File: src/design/toce_pkg.sv
// ----------------------------------------------------------------------------
// toce_pkg: shared types and codes for the two-operand register execute block
// Holds opcodes, payload structs and the divider control struct.
// ----------------------------------------------------------------------------
package toce_pkg;

  typedef enum logic [4:0] {
    OP_ADD   = 5'd0,
    OP_SUB   = 5'd1,
    OP_MUL   = 5'd2,
    OP_DIV   = 5'd3,
    OP_STORE = 5'd4,
    OP_LOAD  = 5'd5,
    OP_IMM   = 5'd6,
    OP_EQ    = 5'd7,
    OP_LT    = 5'd8,
    OP_LE    = 5'd9,
    OP_GT    = 5'd10,
    OP_GE    = 5'd11,
    OP_JMP   = 5'd12,
    OP_JMPC  = 5'd13,
    OP_CALL  = 5'd14,
    OP_RET   = 5'd15,
    OP_PRINT = 5'd16
  } op_e;

  localparam logic [1:0] FAULT_NONE  = 2'd0;
  localparam logic [1:0] FAULT_FULL  = 2'd1;
  localparam logic [1:0] FAULT_EMPTY = 2'd2;

  typedef struct packed {
    logic [4:0]         opcode;
    logic [9:0]         field_a;
    logic signed [15:0] field_b;
  } in_word_t;

  typedef struct packed {
    logic [9:0]         next_pc;
    logic               print_valid;
    logic signed [31:0] print_reg_value;
    logic signed [31:0] print_mem_value;
    logic [1:0]         stack_fault;
  } out_word_t;

  // divider handshake
  typedef struct packed {
    logic start;
    logic busy;
    logic done;
  } div_ctl_t;

endpackage

File: src/design/toce_div.sv
// ----------------------------------------------------------------------------
// toce_div: iterative signed divider
// Restoring division, one quotient bit per cycle, truncating toward zero.
// A zero divisor returns zero.
// ----------------------------------------------------------------------------
module toce_div #(
  parameter int DATA_WIDTH = 32
) (
  input  logic                  clk_i,
  input  logic                  rst_ni,
  input  logic                  start_i,
  input  logic [DATA_WIDTH-1:0] dividend_i,
  input  logic [DATA_WIDTH-1:0] divisor_i,
  output toce_pkg::div_ctl_t    ctl_o,
  output logic [DATA_WIDTH-1:0] quot_o
);
  import toce_pkg::*;

  localparam int CW = $clog2(DATA_WIDTH + 1);

  logic [DATA_WIDTH-1:0] rem_q, quo_q, den_q;
  logic                  neg_q, zero_q, busy_q, done_q;
  logic [CW-1:0]         cnt_q;
  logic [DATA_WIDTH:0]   trial;
  logic [DATA_WIDTH-1:0] mx, my;

  assign mx    = dividend_i[DATA_WIDTH-1] ? (~dividend_i + 1'b1) : dividend_i;
  assign my    = divisor_i[DATA_WIDTH-1] ? (~divisor_i + 1'b1) : divisor_i;
  assign trial = {rem_q, quo_q[DATA_WIDTH-1]} - {1'b0, den_q};

  // one shift-subtract step per cycle
  always_ff @(posedge clk_i or negedge rst_ni) begin
    if (!rst_ni) begin
      busy_q <= 1'b0;
      done_q <= 1'b0;
      cnt_q  <= '0;
    end else begin
      done_q <= 1'b0;
      if (start_i) begin
        busy_q <= 1'b1;
        cnt_q  <= CW'(DATA_WIDTH);
      end else if (busy_q) begin
        cnt_q <= cnt_q - 1'b1;
        if (cnt_q == CW'(1)) begin
          busy_q <= 1'b0;
          done_q <= 1'b1;
        end
      end
    end
  end

  always_ff @(posedge clk_i) begin
    if (start_i) begin
      rem_q  <= '0;
      quo_q  <= mx;
      den_q  <= my;
      neg_q  <= dividend_i[DATA_WIDTH-1] ^ divisor_i[DATA_WIDTH-1];
      zero_q <= (divisor_i == '0);
    end else if (busy_q) begin
      if (!trial[DATA_WIDTH]) begin
        rem_q <= trial[DATA_WIDTH-1:0];
        quo_q <= {quo_q[DATA_WIDTH-2:0], 1'b1};
      end else begin
        rem_q <= {rem_q[DATA_WIDTH-2:0], quo_q[DATA_WIDTH-1]};
        quo_q <= {quo_q[DATA_WIDTH-2:0], 1'b0};
      end
    end
  end

  assign quot_o      = zero_q ? '0 : (neg_q ? (~quo_q + 1'b1) : quo_q);
  assign ctl_o.start = start_i;
  assign ctl_o.busy  = busy_q;
  assign ctl_o.done  = done_q;
endmodule

File: config.mk
export PLATFORM = sky130hd
export DESIGN_NAME = toce_div
export DESIGN_NICKNAME = d
export VERILOG_FILES = /design/src/design/toce_pkg.sv /design/src/design/toce_div.sv
export SDC_FILE = /design/constraint.sdc
export NUM_CORES = 1
export LEC_CHECK = 0
export BUFFER_PORTS_ARGS = -buffer_cell sky130_fd_sc_hd__buf_2
export CORE_UTILIZATION = 60
export CTS_CLUSTER_SIZE = 20
export DETAILED_ROUTE_END_ITERATION = 6
export GPL_ROUTABILITY_DRIVEN = 0
export HOLD_SLACK_MARGIN = 0.12
export PLACE_DENSITY = 0.88
export SLEW_MARGIN = 20
export SYNTH_ARGS = -nofsm -noshare
export SYNTH_HDL_FRONTEND = slang
export SYNTH_SLANG_ARGS = --single-unit
export TNS_END_PERCENT = 30
File: constraint.sdc
create_clock -name clk_i -period 9.1 [get_ports clk_i]
set_input_delay 1.82 -clock clk_i [delete_from_list [all_inputs] [get_ports clk_i]]
set_output_delay 1.82 -clock clk_i [all_outputs]
set_load 0.02 [all_outputs]
Yosys cells after proc, flatten, opt, wreduce, memory -nomap -nowiden
Index checks and enable logic that the tools add are counted.

operators by class
  $add $sub $neg = 5
  eq/ne operators = 1
  multiplexer cells = 16
  bitwise operators = 4
  reductions and logical operators = 2

operator list
  cell                                                                count
  32-bit 2-to-1 mux                                                   6
  32-bit by 1-bit adder with 32-bit output, second input constant     3
  32-bit inverter                                                     3
  33-bit by 32-bit subtractor with 33-bit output                      1
  32-bit logical NOT                                                  1
  31-bit 2-to-1 mux                                                   1
  6-bit 2-to-1 mux                                                    2
  1-bit 2-to-1 mux                                                    7
  6-bit by 1-bit == test with 1-bit output, second input constant     1
  6-bit by 1-bit subtractor with 6-bit output, second input constant  1
  2-bit nonzero test                                                  1
  1-bit XOR                                                           1

word-level totals
  flip-flop bits (word level) = 106
  input bits = 67
  output and inout port bits = 35
  logic and storage cells = 37

Longest topological paths before layout
  word-level depth = 4
  mapped depth = 15
  depth with buffers taken out = 12

Worst setup path after synthesis
OpenSTA, ideal clock, no wires.

  path kind = register to output
  from = register quo_q[4]
  to = output port quot_o[28]
  arrival time = 2.938 ns
  data required time = 7.280 ns
  setup slack = 4.342 ns
  stages on the path, launching flop included = 10
  path buffers = 0
  cells stage by stage = edfxtp_1 -> nor3_2 -> nand4_1 -> or3_1 -> or4_1 -> or4_1 -> nand2b_1 -> o21ai_0 -> xor2_1 -> nor2_1

on the way
  longest elaborated chain between the ends = 4

ends and longest elaborated chain
  what                                      line            RTL
  start: declaration                        toce_div.sv:21  logic [DATA_WIDTH-1:0] rem_q, quo_q, den_q;
  start signal: assignment                  toce_div.sv:55  quo_q <= mx;
  start signal: assignment                  toce_div.sv:62  quo_q <= {quo_q[DATA_WIDTH-2:0], 1'b1};
  start signal: assignment                  toce_div.sv:65  quo_q <= {quo_q[DATA_WIDTH-2:0], 1'b0};
  32-bit inverter                           toce_div.sv:70  assign quot_o = zero_q ? '0 : (neg_q ? (~quo_q + 1'b1) : quo_q);
  32-bit by 1-bit adder with 32-bit output  toce_div.sv:70
  32-bit 2-to-1 mux (2 in a row)            toce_div.sv:70
  end: declaration                          toce_div.sv:15  output logic [DATA_WIDTH-1:0] quot_o

No other way between the ends.

Worst setup path after layout
Ends and elaborated chain as after synthesis.

==> results.json <==
{
  "hp-class": "flop to flop",
  "cts_buffer_depth": 2,
  "setup_viol": 0,
  "r2r_cells": 13,
  "worstMarginPinSlew_ns": 0.9219,
  "rsz0062_at_grt": "false",
  "fmax_ghz": 0.1842,
  "post-dp-hpwl_um": 12850,
  "grt_remaining_overflow": 0,
  "p_leak_nw": 3.686,
  "grt.total_usage_pct": 25.71,
  "cp-start-kind": "flop",
  "die_w_um": 117.8,
  "clk-insertion-delay-late_ns": 0.35,
  "synth_area_per_cell_um2": 8.462,
  "cts_tree": "yes",
  "n_antenna_cell": 0,
  "avgViaCountPerCell": 5.947,
  "cts-root-buf": "clkbuf_16",
  "cp-startpoint": "quo_q[4]",
  "yosys_warnings": 0,
  "grt_start_max_net_pins": 87,
  "start_util_pct": 62.75,
  "path_buf_inv": 1,
  "clkTransAtPathRegs_ns": 0.07,
  "first_global_vias": 6443,
  "fin_nets": 1125,
  "async_flop_share_pct": 7.547,
  "synth_nets": 1056,
  "run_status": "completed",
  "die_y_um": 117.8,
  "r2r-start": "quo_q[31]",
  "critPathCapture": "quot_o[28]",
  "synth_cells": 951,
  "synth-seq-cells": 106,
  "antenna_found_initial": 0,
  "post-route-period-util_pct": 59.64,
  "routed-via-count": 7119,
  "cpPeakStageDelay_ns": 0.52,
  "drtAntennaViolNets": 0,
  "cap_violations": 0,
  "cp_max_fo": 5,
  "r2r_slack_ns": 4.87,
  "ir_drop_mv": 0.1488,
  "hold_violations": 0,
  "wl_um": 17520,
  "power.density_nw_per_um2": 241.6,
  "final_cell_mix": "nor2_1, buf_2, nand2_1",
  "final_common_cell": "nor2_1",
  "r2r_end": "rem_q[10]",
  "cts_hold_buf": 0,
  "grt_pass1_wl_um": 29570,
  "fin_skew_ns": 0.009645,
  "htree_num_levels": 3,
  "clock-sinks": 106,
  "syn_area_um2": 8048,
  "ctsResizeCount": 0,
  "rows": 41,
  "path_delay_family": "simple AND/OR/NAND/NOR gates",
  "cpMostUsedCell": "or4_1",
  "period_minus_slack_ns": 5.428,
  "crit_arrival_ns": 3.61,
  "synth.distinct_cells": 66,
  "required_ns": 7.28,
  "setup.worst_path.end_class": "primary output",
  "slew_violations": 0,
  "drc": 0,
  "crit_chain": "nor3_2 -> nand4_1 -> or3_1 -> or4_1 -> or4_1 -> nand2b_1 -> o21ai_0 -> xor2_1 -> nor2_1 -> buf_2",
  "syn2layout_area_growth_pct": 10.96,
  "cts_made_buffers": 9,
  "port_buffers": 101,
  "worst_slew_margin_rel_pct": 38.54,
  "drtIter0Drc": 679,
  "drive_gt1_share_pct": 13.85,
  "path_class": "flop to primary output",
  "coreArea_um2": 12820,
  "finalSetupTns_ns": 0,
  "firstDrtPassIters": 5,
  "synth_edf_count": 66,
  "synth-seq-area-share_pct": 35.07,
  "postCtsSetupBuffers": 0,
  "worst-path-stages": 10,
  "fin_util_pct": 69.63,
  "critPathSlowestCell": "or4_1",
  "synth_ff_type": "edfxtp_1",
  "wire_per_inst_um": 14.63,
  "die-area_um2": 13880,
  "num_io_pins": 102
}
[worst min-delay path by stage]
stage,cells after the start,end,from
floorplan,2,rem_q[21],rem_q[21]
detailed placement,2,rem_q[1],rem_q[1]
finish,2,rem_q[13],rem_q[12]
global route,2,rem_q[6],rem_q[5]
CTS,2,rem_q[13],rem_q[12]
global placement,2,rem_q[1],rem_q[1]
[cells in the mapped netlist, types with 6 or more instances]
library cell / number / area share [%]
nor2_1: 121 / 5.6
nand2_1: 100 / 4.7
edfxtp_1: 66 / 25
a21oi_1: 62 / 3.9
xor2_1: 61 / 6.6
xnor2_1: 53 / 5.8
inv_1: 50 / 2.3
o21ai_0: 50 / 3.1
clkbuf_1: 41 / 1.9
ha_1: 37 / 5.8
dfxtp_1: 32 / 8.0
o31ai_1: 32 / 3.0
a311oi_1: 25 / 2.7
nand3_1: 18 / 1.1
nor3_1: 14 / 0.87
a21o_1: 13 / 1.2
nand2b_1: 13 / 1.0
nor2b_1: 13 / 1.0
or3_1: 13 / 1.0
o41ai_1: 11 / 1.2
or4_1: 11 / 1.0
o21a_1: 9 / 0.84
dfrtp_1: 8 / 2.5
nand4_1: 8 / 0.62
or4_4: 6 / 0.84
[per-stage QoR]
| stage | hold slack, ns | power, mW | instances | instance area (um2) | worst slack [ns] |
|---|---|---|---|---|---|
| after floorplan | 0.4634 | 1.492 | 951 | 8048 | 4.342 |
| after global placement | 0.4837 | 1.699 | 1181 | 8616 | 4.158 |
| after detailed placement | 0.4915 | 1.725 | 1181 | 8616 | 4.064 |
| after CTS | 0.5035 | 2.145 | 1197 | 8927 | 3.677 |
| after global routing | 0.5319 | 2.307 | 1197 | 8930 | 3.412 |
| final | 0.4986 | 2.157 | 1197 | 8930 | 3.672 |
[where the power goes]
| group | leakage [nW] | internal (mW) | total [mW] | switching [mW] |
|---|---|---|---|---|
| logic | 2.51 | 0.415 | 1.01 | 0.598 |
| clock network | 0.153 | 0.241 | 0.412 | 0.171 |
| registers | 1.02 | 0.630 | 0.732 | 0.102 |
[layout make-up]
cell class | count | area, um2
timing repair buffer | 106 | 545.5
fill | 1044 | 3895
clock buffer | 11 | 232.7
sequential | 106 | 2824
inverter | 50 | 187.7
tap | 172 | 215.2
multi-input combinational | 747 | 4846
clock inverter | 5 | 78.83
[worst register-to-register path: stages (launching register included)]
cell and delay [ns]:
edfxtp_1 0.42, inv_1 0.06, ha_1 0.23, fa_1 0.42, nor2b_1 0.17, o2111ai_1 0.14, a2111oi_0 0.46, nor2_1 0.18
o211a_1 0.38, o21a_1 0.24, nor2_1 0.63, buf_4 0.33, nand3b_1 0.11, a311oi_1 0.33
[routing by layer]
layer  up-vias  track usage [%]  share of wire (%)  wire length [um]
met4         0            8.574                1.5               264
li1       3563                -                  -                 -
met1      3260            37.14                 47              8280
met2       270            40.15                 45              7895
met3        26            2.762                6.1              1077
met5         -                0                  0                 0
[kinds of logic after synthesis]
kind of cell / share of synthesized area [%]
mux: 0.7774
fa+ha+maj: 6.001
buf+inv: 4.742
simple gates: 20.77
compound gates: 20.23
flops: 35.07
xor+xnor: 12.41
[state kept, by name, summed over array words and instances (netlist names)]
signal and flops:
zero_q 1, den_q 32, rem_q 32, busy_q 1, done_q 1, neg_q 1
cnt_q 6, quo_q 32
No activity file was read; power rests on OpenSTA's default activity.
